`src/rtl/alle_ram.sv`:
```
`timescale 1ns / 1ps
// ----------------------------------------------------------------------------
// alle_ram
// Generic single-write, single-read RAM with a registered read port.
// ----------------------------------------------------------------------------
module alle_ram #(
    parameter int WIDTH = 32,
    parameter int DEPTH = 128
) (
    input  logic                     clk,
    input  logic                     we,
    input  logic [$clog2(DEPTH)-1:0] waddr,
    input  logic [WIDTH-1:0]         wdata,
    input  logic                     re,
    input  logic [$clog2(DEPTH)-1:0] raddr,
    output logic [WIDTH-1:0]         rdata
);

    logic [WIDTH-1:0] mem [DEPTH];
    logic [WIDTH-1:0] rdata_reg;

    always_ff @(posedge clk)
    begin
        if (we)
        begin
            mem[waddr] <= wdata;
        end
        if (re)
        begin
            rdata_reg <= mem[raddr];
        end
    end

    assign rdata = rdata_reg;

endmodule

```
`config.mk`:
```
export PLATFORM = sky130hd
export DESIGN_NAME = alle_ram
export DESIGN_NICKNAME = d
export VERILOG_FILES = /design/src/rtl/alle_ram.sv
export SDC_FILE = /design/constraint.sdc
export NUM_CORES = 2
export LEC_CHECK = 0
export BUFFER_PORTS_ARGS = -buffer_cell sky130_fd_sc_hd__buf_4
export CORE_MARGIN = 2
export CORE_UTILIZATION = 45
export DETAILED_ROUTE_END_ITERATION = 6
export GPL_TIMING_DRIVEN = 0
export PLACE_DENSITY = 0.56
export SETUP_SLACK_MARGIN = 0.15
export SLEW_MARGIN = 30
export SYNTH_ARGS = -nofsm -noshare
export SYNTH_HDL_FRONTEND = slang
export SYNTH_SLANG_ARGS = --single-unit
```
`constraint.sdc`:
```
create_clock -name clk -period 6.4 [get_ports clk]
set_clock_uncertainty 0.15 [all_clocks]
set_input_delay 1.28 -clock clk [delete_from_list [all_inputs] [get_ports clk]]
set_output_delay 1.28 -clock clk [all_outputs]
set_load 0.02 [all_outputs]
```
; ---- After elaboration in Yosys (flattened, before gate mapping)
; Memories as Yosys holds them, arrays and structs flattened. A register that Yosys moved wholly into a read port is not among the register bits.
; Cells that the tools add are included.
[op_classes]
muxes = 2
[ops]
columns = op, n
row1 = $mux 1, 2
[word_totals]
regBits = 0
mem_bits_rw = 4096
out_inout_bits = 32
mem_count = 1
[mem_list]
columns = memory, words, word_bits, read_ports, rd_ports_with_merged_regs, wr, line
row1 = mem, 128, 32, 1, 1, 1, 19  ; logic [WIDTH-1:0] mem [DEPTH];

; ---- Longest topological paths before layout
[logic_depth]
word_depth = 2
depth_mapped = 8
mapped_depth_nobuf = 4

; ---- Worst setup path after synthesis
; Ideal clock, no wire load.
[synth_timing]
kind = input-to-reg
start = input port we
end = memory mem[98][0] (enable)
setup_time_ns = 0.461
t_arrival_ns = 4.058
required_ns = 5.789
path_slack_ns = 1.731
path_stages = 3
path_buffers = 1
cell_sequence = clkbuf_1 > nand4_1 > nor3_1
[synth_between]
elab_chain_cells = 2
[synth_rtl]
columns = item, line
row1 = "start, declared", 11  ; input logic we,
row2 = $mux 1, 24  ; if (we)
row3 = $mux 1 (not written as such), 26  ; mem[waddr] <= wdata;
row4 = "end, declared", 19
; No other way between the ends.

==> summary by stage <==
Synth
sky130_fd_sc_hd__edfxtp_1 takes more of the synthesized area than any other cell. By area the synthesized netlist is led by sky130_fd_sc_hd__edfxtp_1, sky130_fd_sc_hd__mux4_2, sky130_fd_sc_hd__clkbuf_1, sky130_fd_sc_hd__nor2_1, sky130_fd_sc_hd__buf_2. Counting every instance in the synthesized netlist gives 5990. The portion of the post-synthesis area used by sequential elements is 79.16%. The post-synthesis average cell area is around 26 um^2.

The synthesized netlist net count is ~6000. After synthesis, the largest area contributor takes up between 70% and 80% of total cell area. The number of warnings reported in the yosys synthesis log is 0.

The cell area that synthesis handed to floorplanning was around 0.16 mm^2. The number of synthesized register bits is ~4100. Counting distinct cell types in the post-synthesis netlist gives 16.

Routing
Before antenna repair, the detailed router went through 5 iterations. The wire length on met2 is a little over 200000 um. The routed layout has between 70000 and 80000 vias. The via density per instance is ~6. Dividing the detail-routed wire length by the instance count gives 35.53 um. Signal routing reaches up to met5.

After detailed routing, the wire length on met1 is 166900 um. The sum of met3 wire segment lengths after detailed routing is about 36000 um. The final routed DRC violation total is 0. The total length of routed wires is about 420000 um. The number of DRC markers after the initial detailed-route iteration is between 8000 and 9000. The remaining antenna violation count after routing is 0.

Global route
Entering global routing, the biggest net connects around 130 pins. The total global-route track usage is around a quarter. The initial antenna violation count came to 70.

Summed over all layers, the global routing overflow is 0. The wire length of the first global-routing pass is slightly below 600000 um. The number of global-route vias before repair is roughly 72000.

Die
From bottom edge to top edge, the die measures a little under 600 um. The area of the core is approximately 0.35 mm^2. between 80 and 90 I/O pins were placed. In this run the core area contains 216 standard-cell rows. For this configuration, the core starts out at a cell density of a little under half. The die covers roughly 0.35 mm^2. Measured along the x axis, the die boundary spans around 600 um.

Finish
In the final layout, the share of cells above drive strength 1 is a little under two fifths. The register with the most flip-flops in the layout has around 4100 of them. The number of filler cells placed in the layout is about 26000. The area growth from synthesis to layout is 17.85%. Leaving out fill and tap cells, the most frequent cells in the layout are sky130_fd_sc_hd__edfxtp_1, sky130_fd_sc_hd__mux4_2, sky130_fd_sc_hd__clkbuf_16.

The net count of the finished layout is roughly 7000. The most common cell after layout, fill and taps aside is sky130_fd_sc_hd__edfxtp_1. For this run, the share of the core covered by cells in the final layout is approximately 53%.

Clock tree
The clock tree synthesis step divided the H-tree into 5 levels. The deepest clock path buffer count is 4. The CTS tree is built.

CTS saw 4128 sinks. The clock slew seen by the registers of the worst setup and hold paths is ~60 ps. The number of buffers added to fix hold violations after cts is 0. The post-CTS setup-driven buffer insertion count is 0. The post-CTS resize count is 0. The clock root buffer is sky130_fd_sc_hd__clkbuf_16. The insertion delay to the later sink of the worst-skew pair is about 950 ps.

Clock tree synthesis inserted a total of 410 buffers.

Place
The weighted congestion reported at the end of routability-driven placement is 0.9555. The post-DP HPWL is about 290000 um. The post-place setup slack is ~440 ps. The count of buffers inserted at the top-level ports is just under 70.

Pwr
The areal power density over the cells is just over 300 mW/mm^2. The analysis attributes to cell leakage a power of 56.73 nW. The worst vdd rail ir drop is between 200 and 250 uV.

STA
The max-slew violation count was 0. The final number of hold-violating endpoints is 0. The share of the cycle needed by the critical path after routing is between 70% and 80%. For the pin with the worst max-slew slack, the measured transition is approximately 1100 ps. The highest clock rate is about 200 MHz. The final number of setup-violating endpoints is 0.

Measured against its own limit, the worst slew margin works out to slightly below 30%. Setup repair after global routing left no endpoint under its margin. After layout, the worst setup slack is approximately 1400 ps. The worst path in the final design needs a cycle of about 5000 ps, including I/O delays and setup.

Flow run
The number of maximum-capacitance constraint violations is 0.

Worst setup path
STA puts the critical path data required time at around 6900 ps. The nature of the critical path endpoint is a flip-flop. The arrival time of data at the critical path endpoint is approximately 5500 ps.

The highest net fanout along the worst path is 10. The worst setup path is of the input pin to flip-flop kind. The startpoint type of the worst setup path is an input pin.

Hold path
The worst hold path belongs to the class input pin to flip-flop.

Run status
The run finished with clean final reports.
==> stage by stage <==
step	hold slack [ps]	area [um^2]	std cells	setup TNS (ps)	total power (W)
global route	510.4	184500	11790	0	0.05800
floorplan	999.1	156600	5990	0	0.03196
CTS	534.8	183800	11660	0	0.05685
detailed placement	1077	170900	10930	0	0.03366
finish	561.3	184500	11810	0	0.05647
global placement	1085	162800	10640	-1047230	0.03350
==> power by group <==
group	switching [W]	internal (W)
registers	0.0000294	0.0299
logic	0.00202	0.00117
clock network	0.0100	0.0134
==> kinds of logic after synthesis <==
logic type / Yosys count / share of synthesized area, %
flops: 4128 / 79.16
mux: 1376 / 19.56
buf+inv: 316 / 0.8373
simple gates: 170 / 0.4450
==> area by class of cell <==
cell class	count	area [um^2]	share of cell area, %
Multi-Input combinational cell	1546	32270	17.49
Clock inverter	252	2082	1.128
Timing Repair Buffer	375	7926	4.295
Tap cell	4578	5728	3.104
Sequential cell	4128	124000	67.17
Clock buffer	483	10810	5.858
Antenna cell	130	325.3	0.1763
Buffer	316	1444	0.7824
==> worst max-delay path, cell delays in order <==
cell and delay, ps:
sky130_fd_sc_hd__clkbuf_1 220, sky130_fd_sc_hd__buf_2 500, sky130_fd_sc_hd__clkbuf_2 330, sky130_fd_sc_hd__buf_12 210
sky130_fd_sc_hd__clkbuf_1 720, sky130_fd_sc_hd__mux4_2 430, sky130_fd_sc_hd__mux4_2 630, sky130_fd_sc_hd__mux4_2 720
sky130_fd_sc_hd__mux2_2 380
==> metal layers <==
layer  global-route usage (%)  vias to the layer above
li1                         -                    28240
met1                    32.87                    39370
met2                    37.93                     2859
met3                    5.170                      507
met4                    7.162                       12
met5                        0                        -
==> cells in the mapped netlist <==
cell	instances
sky130_fd_sc_hd__buf_2	79
sky130_fd_sc_hd__nand3_1	12
sky130_fd_sc_hd__mux4_2	1344
sky130_fd_sc_hd__buf_1	50
sky130_fd_sc_hd__clkbuf_1	182
sky130_fd_sc_hd__nand2_1	14
sky130_fd_sc_hd__nor3_1	9
sky130_fd_sc_hd__nor2b_1	7
sky130_fd_sc_hd__or3_1	1
sky130_fd_sc_hd__nand2b_1	2
sky130_fd_sc_hd__buf_6	2
sky130_fd_sc_hd__buf_4	3
sky130_fd_sc_hd__edfxtp_1	4128
sky130_fd_sc_hd__nor2_1	122
sky130_fd_sc_hd__mux2_2	32
sky130_fd_sc_hd__nand4_1	3
==> worst paths after layout <==
| path | start | endpoint | slack [ps] | cells after the start |
|---|---|---|---|---|
| worst max-delay path | raddr[2] | rdata[10] | 1380 | 9 |
| worst min-delay path | wdata[30] | mem[66][30] | 560 | 1 |
| worst max register to register | mem[23][13] | rdata[13] | 3310 | 4 |
| worst min register to register | mem[127][14] | rdata[14] | 1090 | 4 |
Note: power is estimated with default switching activity, not from simulation.
