**src/rtl/alle_pkg.sv**
```systemverilog
`timescale 1ns / 1ps
// ----------------------------------------------------------------------------
// alle_pkg
// Shared constants and types for the array linked list engine: store
// geometry, operation and status codes, sequencer states, allocator commands.
// ----------------------------------------------------------------------------
package alle_pkg;

    localparam int DEPTH  = 128;
    localparam int NODE_W = $clog2(DEPTH);
    localparam int DATA_W = 32;
    localparam int LEN_W  = 7;
    localparam int POS_W  = 7;
    localparam int FUNC_W = 2;
    localparam int STAT_W = 2;

    localparam logic [FUNC_W-1:0] FUNC_INSERT = 2'd0;
    localparam logic [FUNC_W-1:0] FUNC_DELETE = 2'd1;
    localparam logic [FUNC_W-1:0] FUNC_READ   = 2'd2;

    localparam logic [STAT_W-1:0] STAT_OK    = 2'd0;
    localparam logic [STAT_W-1:0] STAT_FULL  = 2'd1;
    localparam logic [STAT_W-1:0] STAT_RANGE = 2'd2;

    typedef enum logic [5:0] {
        S_IDLE   = 6'b000001,
        S_WALK   = 6'b000010,
        S_FETCH  = 6'b000100,
        S_FINISH = 6'b001000,
        S_RELINK = 6'b010000,
        S_RESP   = 6'b100000
    } state_t;

    typedef struct packed {
        logic fetch;   // read the top of the free stack
        logic take;    // consume the offered free node
        logic push;    // return a node to the free stack
    } free_cmd_t;

endpackage

```
**src/rtl/alle_ram.sv**
```systemverilog
`timescale 1ns / 1ps
// ----------------------------------------------------------------------------
// alle_ram
// Generic single-write, single-read RAM with a registered read port.
// ----------------------------------------------------------------------------
module alle_ram #(
    parameter int WIDTH = 32,
    parameter int DEPTH = 128
) (
    input  logic                     clk,
    input  logic                     we,
    input  logic [$clog2(DEPTH)-1:0] waddr,
    input  logic [WIDTH-1:0]         wdata,
    input  logic                     re,
    input  logic [$clog2(DEPTH)-1:0] raddr,
    output logic [WIDTH-1:0]         rdata
);

    logic [WIDTH-1:0] mem [DEPTH];
    logic [WIDTH-1:0] rdata_reg;

    always_ff @(posedge clk)
    begin
        if (we)
        begin
            mem[waddr] <= wdata;
        end
        if (re)
        begin
            rdata_reg <= mem[raddr];
        end
    end

    assign rdata = rdata_reg;

endmodule

```
**src/rtl/alle_free.sv**
```systemverilog
`timescale 1ns / 1ps
// ----------------------------------------------------------------------------
// alle_free
// Free node allocator: a stack of released nodes backed by a RAM, plus a
// high-water mark of nodes never handed out since reset.
// ----------------------------------------------------------------------------
module alle_free (
    input  logic                        clk,
    input  logic                        rst_n,
    input  alle_pkg::free_cmd_t         cmd,
    input  logic [alle_pkg::NODE_W-1:0] push_node,
    output logic [alle_pkg::NODE_W-1:0] node
);

    logic [alle_pkg::NODE_W-1:0] sp_reg;
    logic [alle_pkg::NODE_W-1:0] sp_next;
    logic [alle_pkg::NODE_W:0]   fresh_reg;
    logic [alle_pkg::NODE_W:0]   fresh_next;
    logic [alle_pkg::NODE_W-1:0] stack_rdata;
    logic                        stack_nonempty;

    assign stack_nonempty = (sp_reg != '0);

    alle_ram #(
        .WIDTH (alle_pkg::NODE_W),
        .DEPTH (alle_pkg::DEPTH)
    ) u_stack (
        .clk   (clk),
        .we    (cmd.push),
        .waddr (sp_reg),
        .wdata (push_node),
        .re    (cmd.fetch),
        .raddr (sp_reg - 1'b1),
        .rdata (stack_rdata)
    );

    // Prefer recycled nodes; fall back to the untouched region
    assign node = stack_nonempty ? stack_rdata : fresh_reg[alle_pkg::NODE_W-1:0];

    always_comb
    begin
        sp_next    = sp_reg;
        fresh_next = fresh_reg;
        if (cmd.take)
        begin
            if (stack_nonempty)
            begin
                sp_next = sp_reg - 1'b1;
            end
            else
            begin
                fresh_next = fresh_reg + 1'b1;
            end
        end
        else if (cmd.push)
        begin
            sp_next = sp_reg + 1'b1;
        end
    end

    always_ff @(posedge clk or negedge rst_n)
    begin
        if (!rst_n)
        begin
            sp_reg    <= '0;
            fresh_reg <= (alle_pkg::NODE_W + 1)'(1);
        end
        else
        begin
            sp_reg    <= sp_next;
            fresh_reg <= fresh_next;
        end
    end

endmodule

```
**config.mk**
```make
export PLATFORM = sky130hd
export DESIGN_NAME = alle_free
export DESIGN_NICKNAME = d
export VERILOG_FILES = /design/src/rtl/alle_pkg.sv /design/src/rtl/alle_ram.sv /design/src/rtl/alle_free.sv
export SDC_FILE = /design/constraint.sdc
export NUM_CORES = 1
export LEC_CHECK = 0
export ABC_CLOCK_PERIOD_IN_PS = 4300
export BUFFER_PORTS_ARGS = -buffer_cell sky130_fd_sc_hd__buf_4
export CORE_ASPECT_RATIO = 2
export CORE_MARGIN = 10
export CORE_UTILIZATION = 25
export DETAILED_ROUTE_END_ITERATION = 8
export PLACE_DENSITY = 0.46
export SYNTH_ARGS = -nofsm -noshare
export SYNTH_HDL_FRONTEND = slang
export SYNTH_SLANG_ARGS = --single-unit
export TNS_END_PERCENT = 5
```
**constraint.sdc**
```tcl
create_clock -name clk -period 4.3 [get_ports clk]
set_input_delay 0.43 -clock clk [delete_from_list [all_inputs] [get_ports clk]]
set_output_delay 0.43 -clock clk [all_outputs]
set_load 0.02 [all_outputs]
```
-- After elaboration in Yosys (flattened, before gate mapping)
Memory sizes are Yosys's and may differ from the RTL's. A register that Yosys moved wholly into a read port is not among the register bits.
Index checks and enable logic that the tools add are counted.
- register bits after elaboration: 15
- bits in writable memories: 896
- bits of input ports: 12
- output and inout bits: 7
- logic and storage cells: 18
- memories kept: 1
- add/sub/neg operators: 3
- equal/unequal tests: 1
- mux-type cells: 6
- bitwise operators: 1
- reductions and logical operators: 4
- memory list (memory ; depth ; bits a word ; rd ports ; clocked after memory_dff ; write ports ; line ; RTL):
    u_stack.mem ; 128 ; 7 ; 1 ; 1 ; 1 ; alle_ram.sv:19 ; logic [WIDTH-1:0] mem [DEPTH];
- operator list (cell ; number):
    7-bit 2-to-1 mux ; 4
    8-bit by 1-bit adder with 8-bit output (second input constant) ; 1
    7-bit by 1-bit adder with 7-bit output (second input constant) ; 1
    7-bit nonzero test ; 1
    7-bit by 1-bit subtractor with 7-bit output (second input constant) ; 1
    2-bit AND reduction ; 2
    1-bit 2-to-1 mux ; 2
    2-bit by 1-bit inequality test with 1-bit output (second input constant) ; 1
    2-bit nonzero test ; 1
    1-bit NOT ; 1

-- Longest topological paths before layout
Gate-level depths: netlist of run 1.
- depth in word-level cells: 3
- mapped depth: 16
- depth with buffers taken out: 8

-- By module
Synthesis of run 1 repeated with hierarchy kept, for this count alone.
- cell total of the unflattened synthesis: 1561
- area total of the unflattened synthesis: 35849.4 um2
- modules (own cells, without submodules) (module ; times used ; cells each ; area each (um2) ; sequential area each (um2)):
    alle_ram ; 1 ; 1453 ; 34877.2 ; 27116.0
    alle_free ; 1 ; 108 ; 972.2 ; 351.6

-- Worst setup path before layout of run 1
Ideal clock, no wire load.
- path type: reg2reg
- start point: register sp_reg[0] in the netlist's numbering
- end point: register u_stack.rdata_reg[4], in the netlist u_stack.rdata[4] (read register of u_stack.mem) (data pin)
- setup time: 0.276 ns
- data arrival time: 3.217 ns
- slack: 0.807 ns
- stages on the path, launching flop included: 14
- clock period less this slack: 3.493 ns
- cells stage by stage: dfrtp_1 -> buf_4 -> buf_6 -> buf_4 -> buf_2 -> inv_2 -> ha_1 -> buf_2 -> buf_1 -> clkbuf_1 -> mux4_2 -> a221oi_1 -> a22o_1 -> a211oi_1
- word-level cells in the longest chain between the ends: 1
- RTL lines (element ; line ; RTL):
    start: declaration ; alle_free.sv:15 ; logic [alle_pkg::NODE_W-1:0] sp_reg;
    start signal: assignment ; alle_free.sv:70 ; sp_reg <= sp_next;
    7-bit by 1-bit subtractor with 7-bit output ; alle_free.sv:33 ; .raddr (sp_reg - 1'b1),
    end: declaration ; alle_ram.sv:20 ; logic [WIDTH-1:0] rdata_reg;
No other way between the ends.
A chain may end at the register's enable or synchronous reset.

-- Worst setup path in the final report of run 1
- start point: register sp_reg[0] in the netlist's numbering
- end point: register u_stack.rdata_reg[3], in the netlist u_stack.rdata[3] (read register of u_stack.mem) (data pin)
Same word-level chain as after synthesis.

==> results_dict.tcl, run 1 <==
set metrics [dict create \
    slew_viol_final 0 \
    ant_nets 0 \
    synth_area_leader_cell "edfxtp_1" \
    hold_class "primary input to flip-flop" \
    intPower_w 0.0184 \
    yosysSeqAreaShare 0.754 \
    wl_per_cell_um 26.0 \
    vias_per_cell 4.58 \
    fmax_mhz 268 \
    grt_max_degree 94 \
    finalSetupTns_ns 0 \
    yosysWarningCount 0 \
    drt_iter0_drc 1125 \
    netlist_instances 1820 \
    dp_hpwl_um 68200 \
    max_slew_margin 0.339 \
    cts_buffer_depth 3 \
    avgSynthCellArea_sq_um 20.0 \
    insertion_delay_ns 0.67 \
    setup_violations 0 \
    power.total_w 0.0292 \
    drive_gt1_frac 0.238 \
    grt_use_total 0.121 \
    die-area_sq_um 162000 \
    yosysTopAreaCellShare 0.745 \
    dr.pass1.iters 5 \
    pwr-share-seq 0.356 \
    drv_cap 0 \
    startpoint_type "flip-flop" \
    p_leak_nw 12.7 \
    final-hold-violation-count 0 \
    layout_commonest_cell "edfxtp_1" \
    initial_core_util 0.251 \
    holdWs_ns 0.0853 \
    gp_congestion 0.825 \
    critical_path_arrival_ns 4.11 \
    pwr_density_cell_nw_per_um2 703 \
    clkTransAtPathRegs_ns 0.08 \
    grt_pass1_wl_um 144000 \
    tightest_slew_ns 0.989 \
    ys_ff_latch 917 \
    synth_flop_cell "edfxtp_1" \
    pwr-share-comb 0.405 \
    fp-row-count 198 \
    cp.required_ns 4.68 \
    reg2reg_slack_ns 0.57 \
    end_kind "flip-flop" \
    fin_nets 1913 \
    final_core_util 0.287 \
    cts_tree "done" \
    timing.final.crit_share 0.867 \
    syn_area_sq_um 36400 \
    layout_common_cells "edfxtp_1, mux4_2, nor2_1, nand2_1, buf_4" \
    routed_wl_um 100000 \
    ys_types 67 \
    critical_path_class "flip-flop to flip-flop" \
    pwr-share-clk 0.238 \
    io_buffers 18 \
    grt_pass1_vias 19334 \
    htree_levels 3 \
    fin_skew_ns 0.0293 \
    net-switching-power_w 0.0109 \
    io_pins 19 \
    overflow 0 \
    synth_edf_count 903 \
    vias 17679 \
    root_buffer "clkbuf_16" \
    fin_crit_ns 3.73 \
    regMostFlops "u_stack.mem" \
    status "finished, final reports clean" \
    cts.sinks 917 \
    synth_area_leaders "edfxtp_1, mux4_2, nor2_1, nand2_1, mux2i_1" \
    switching_share 0.372 \
    die_y_um 560 \
    rsz0062_at_grt "false" \
    crit_fanout 41 \
    largest_reg_flops 896 \
    synthArstFlopShare 0.0153 \
    syn_nets 1835 \
    cts_buffers 78 \
    chipWidth_um 290 \
    ir_drop_uv 722 \
    drc 0 \
    antenna_found_initial 3 \
    core_area_sq_um 145000 \
    areaGrowthSynthToFinish_pct 14.2 \
    post_cts_buffers 0 \
]
==> routing by layer <==
| layer | vias to the layer above | global-route usage | part of all wire |
|---|---|---|---|
| li1 | 7560 | - | - |
| met1 | 9604 | 0.118 | 0.34 |
| met2 | 367 | 0.243 | 0.59 |
| met3 | 148 | 0.0141 | 0.029 |
| met4 | 0 | 0.0597 | 0.047 |
| met5 | - | 0 | 0 |
==> power by group through the flow <==
| stage | combinational, W | clock [W] | sequential, W |
|---|---|---|---|
| 2_1_floorplan | 0.00740 | 0 | 0.0104 |
| 3_3_place_gp | 0.0121 | 0 | 0.0106 |
| 3_5_place_dp | 0.0122 | 0 | 0.0106 |
| 4_1_cts | 0.0122 | 0.00716 | 0.0104 |
| 5_1_grt | 0.0125 | 0.00748 | 0.0104 |
| 6_report | 0.0119 | 0.00697 | 0.0104 |
==> cell type report <==
type | count | area [sq um]
multi-input combinational | 771 | 8320
clock buffer | 94 | 2050
timing repair buffer | 103 | 913
fill | 14349 | 104000
inverter | 27 | 101
sequential | 917 | 27500
tap | 1900 | 2380
antenna | 3 | 7.51
clock inverter | 45 | 365
==> worst max-delay path: stages (launching register included) <==
cell	delay [ns]
dfrtp_4	0.74
inv_2	0.12
ha_4	0.45
buf_12	0.29
buf_4	0.29
mux4_2	0.32
a221oi_1	0.81
a22o_1	0.32
a211oi_2	0.05
==> cells in the mapped netlist, drive strengths merged, types with 2 or more instances <==
library cell / count
edfxtp: 903
mux4: 224
nor2: 142
nand2: 122
buf: 62
clkbuf: 43
nand3: 43
mux2i: 36
o21ai: 28
inv: 27
nand4: 17
o22ai: 15
a32o: 14
dfrtp: 13
a221oi: 12
nor2b: 12
xnor2: 9
mux2: 8
a211oi: 7
a21oi: 7
a311oi: 7
nor3: 7
xor2: 7
a22o: 6
nand2b: 6
o311a: 6
nor3b: 5
a31oi: 4
or2: 4
ha: 3
and3: 2
o311ai: 2
or3: 2
==> logic make-up after synthesis <==
logic type | count (synthesis) | share of synthesized area
AND/OR/NAND/NOR | 368 | 0.0453
buffers and inverters | 132 | 0.0184
AO/OA/AOI/OAI | 116 | 0.0250
multiplexers | 268 | 0.152
flip-flops | 917 | 0.754
XOR/XNOR | 16 | 0.00436
adder cells (fa/ha/maj) | 3 | 0.00103
==> stage by stage <==
| step | instances | area, sq um | setup WS, ns |
|---|---|---|---|
| 2_1_floorplan | 1820 | 36400 | 0.807 |
| 3_3_place_gp | 3717 | 39200 | 0.489 |
| 3_5_place_dp | 3717 | 39200 | 0.445 |
| 4_1_cts | 3857 | 41600 | 0.456 |
| 5_1_grt | 3858 | 41600 | 0.424 |
| 6_report | 3860 | 41600 | 0.570 |
==> what timing repair did <==
item,in CTS,in global routing
gates resized for setup,0,0
hold buffers,1,0
endpoints found under the hold margin,14,0
==> worst paths after layout <==
| check | from | to | depth (start not counted) |
|---|---|---|---|
| worst min-delay path | cmd[2] | u_stack.rdata[5]$_DFFE_PP_ | 1 |
| max in group asynchronous | rst_n | fresh_reg[0]$_DFFE_PN1P_ | 2 |
| worst max-delay path | sp_reg[0]$_DFFE_PN0P_ | u_stack.rdata[3]$_DFFE_PP_ | 8 |
| worst max register to register | sp_reg[0]$_DFFE_PN0P_ | u_stack.rdata[3]$_DFFE_PP_ | 8 |
| min in group asynchronous | rst_n | sp_reg[6]$_DFFE_PN0P_ | 2 |
| worst min register to register | fresh_reg[6]$_DFFE_PN0P_ | fresh_reg[6]$_DFFE_PN0P_ | 1 |
Power figures use the tool's default switching activity.
==> run 2: changes to the inputs <==
--- a/config.mk
+++ b/config.mk
@@ -7,11 +7,11 @@
 export LEC_CHECK = 0
 export ABC_CLOCK_PERIOD_IN_PS = 4300
 export BUFFER_PORTS_ARGS = -buffer_cell sky130_fd_sc_hd__buf_4
+export CAP_MARGIN = 20
 export CORE_ASPECT_RATIO = 2
 export CORE_MARGIN = 10
 export CORE_UTILIZATION = 25
 export DETAILED_ROUTE_END_ITERATION = 8
-export PLACE_DENSITY = 0.46
 export SYNTH_ARGS = -nofsm -noshare
 export SYNTH_HDL_FRONTEND = slang
 export SYNTH_SLANG_ARGS = --single-unit
==> run 2 against run 1 <==
Design area down 0.69%; sequential share of layout area rose by 0.46 points; setup slack improved by 0.14 ns; sequential cell count unchanged; clock power fell by 7.7%; die area unchanged; global-route usage shrank 1.1 points; fmax increased by 3.9%; hold slack better by 0.0090 ns; register-to-register slack better by 0.14 ns; first-iteration DRC count up 26%; via count shrank 0.35%; critical path type unchanged.
==> results_dict.tcl, run 2 (same netlist as run 1, synthesis figures left out) <==
set metrics [dict create \
    status "finished, final reports clean" \
    dp_hpwl_um 63000 \
    layout_common_cells "edfxtp_1, mux4_2, nor2_1, nand2_1, buf_4" \
    largest_reg_flops 896 \
    worst_path_max_delay_cell "dfrtp_1" \
    fin_ws_ns 0.709 \
    fin_skew_ns 0.0155 \
    final_area_sq_um 41300 \
    initial_core_util 0.251 \
    timing.final.crit_share 0.835 \
    areaGrowthSynthToFinish_pct 13.5 \
    vias 17618 \
    cts_tree "done" \
    post_cts_buffers 0 \
    dpl.cell_count 3716 \
    multi_input_area_sq_um 8310 \
    end_kind "flip-flop" \
    setup_violations 0 \
    grt_use_total 0.110 \
    regMostFlops "u_stack.mem" \
    rsz0062_at_grt "false" \
    layout_commonest_cell "edfxtp_1" \
    dr_wl_met3_um 3200 \
    pwr-share-clk 0.225 \
    crit_fanout 49 \
    clkTransAtPathRegs_ns 0.07 \
    switching_share 0.366 \
    gp_congestion 0.865 \
    final-hold-violation-count 0 \
    startpoint_type "flip-flop" \
    grt_pass1_vias 19014 \
    fmax_mhz 278 \
    grt_max_degree 94 \
    ff_latch_area_sq_um 27500 \
    drive_gt1_frac 0.234 \
    fin_crit_ns 3.59 \
    htree_levels 3 \
    cp.required_ns 4.79 \
    antenna_found_initial 2 \
    cpMostUsedCell "buf_4" \
    instances_no_fill 3841 \
    critical_path_class "flip-flop to flip-flop" \
    core_area_sq_um 145000 \
    critical_path_arrival_ns 4.08 \
    insertion_delay_ns 0.63 \
    grt_pass1_wl_um 133000 \
    p_leak_nw 12.6 \
    critical_path.top_delay_family "buffers and inverters" \
    root_buffer "clkbuf_16" \
    finalSetupTns_ns 0 \
    cp_num_buf_inv 2 \
    dr.pass1.iters 5 \
    ir_drop_uv 497 \
    routed_wl_um 91100 \
    die-area_sq_um 162000 \
    cts_buffers 68 \
    pwr-share-comb 0.412 \
    chipWidth_um 290 \
    hold_class "primary input to flip-flop" \
    intPower_w 0.0181 \
    n_fill_cell 14286 \
    pwr-share-seq 0.362 \
    ant_nets 0 \
    fp-row-count 198 \
    wl_per_cell_um 23.7 \
    dp_worst_setup_slack_ns 0.775 \
    wl_met1_um 28400 \
    max_slew_margin 0.257 \
    slew_viol_final 0 \
    tightest_slew_ns 1.12 \
    die_y_um 560 \
    fin_nets 1902 \
    crit_chain "buf_4 -> xor2_4 -> buf_4 -> nand2_1 -> a311oi_1 -> nand4_1 -> o311ai_1 -> and4_1" \
    drt_iter0_drc 1423 \
    io_pins 19 \
    cts.sinks 917 \
    top_layer "met5" \
    pwr_density_cell_nw_per_um2 690 \
    drv_cap 0 \
    drc 0 \
    cts_buffer_depth 3 \
    io_buffers 18 \
    wl_met2_um 51800 \
    net-switching-power_w 0.0104 \
    vias_per_cell 4.59 \
    overflow 0 \
    place_area_sq_um 39100 \
    slowest_delay_ns 0.65 \
]
run 2: power by group through the flow:
stage          registers, W  logic (W)  clock network, W
2_1_floorplan        0.0104    0.00740                 0
3_3_place_gp         0.0105     0.0118                 0
3_5_place_dp         0.0105     0.0118                 0
4_1_cts              0.0103     0.0119           0.00656
5_1_grt              0.0104     0.0122           0.00690
6_report             0.0103     0.0118           0.00643
run 2: what timing repair did:
action                    CTS  global route
hold endpoints to repair   14             0
hold buffers                1             0
gates resized for setup     0             0
run 2: worst paths after layout:
| check | start | end | slack [ns] | depth (start not counted) |
|---|---|---|---|---|
| max | sp_reg[2]$_DFFE_PN0P_ | u_stack.rdata[5]$_DFFE_PP_ | 0.71 | 8 |
| min | cmd[2] | u_stack.rdata[5]$_DFFE_PP_ | 0.09 | 1 |
| max in group asynchronous | rst_n | fresh_reg[0]$_DFFE_PN1P_ | 3.84 | 2 |
| min in group asynchronous | rst_n | fresh_reg[5]$_DFFE_PN0P_ | 0.21 | 2 |
| min reg2reg | fresh_reg[6]$_DFFE_PN0P_ | fresh_reg[6]$_DFFE_PN0P_ | 0.48 | 1 |
| max reg2reg | sp_reg[2]$_DFFE_PN0P_ | u_stack.rdata[5]$_DFFE_PP_ | 0.71 | 8 |
run 2: layout make-up:
type / instances / area share
Clock inverter: 43 / 0.00945
Clock buffer: 80 / 0.0433
Tap cell: 1900 / 0.0575
Inverter: 27 / 0.00245
Sequential cell: 917 / 0.665
Antenna cell: 1 / 0.0000606
Timing Repair Buffer: 102 / 0.0213
Multi-Input combinational cell: 771 / 0.201
run 2: routing by layer:
layer / global-route usage / vias to the layer above
met5: 0 / -
met1: 0.0997 / 9293
met2: 0.215 / 585
li1: - / 7522
met3: 0.0127 / 216
met4: 0.0855 / 2
run 2: worst reg2reg max path, stage by stage (launching register included):
cell and delay [ns]:
dfrtp_1 0.65, buf_4 0.34, xor2_4 0.26, buf_4 0.62, nand2_1 0.27, a311oi_1 0.55, nand4_1 0.29, o311ai_1 0.19
and4_1 0.28
run 2: stage by stage:
step / power (W) / utilization / hold WS [ns]
final: 0.0285 / 0.285 / 0.0943
after global routing: 0.0295 / 0.285 / 0.0799
after CTS: 0.0287 / 0.285 / 0.0613
after detailed placement: 0.0224 / 0.270 / 0.304
after global placement: 0.0223 / 0.270 / 0.301
after floorplan: 0.0178 / - / 0.134
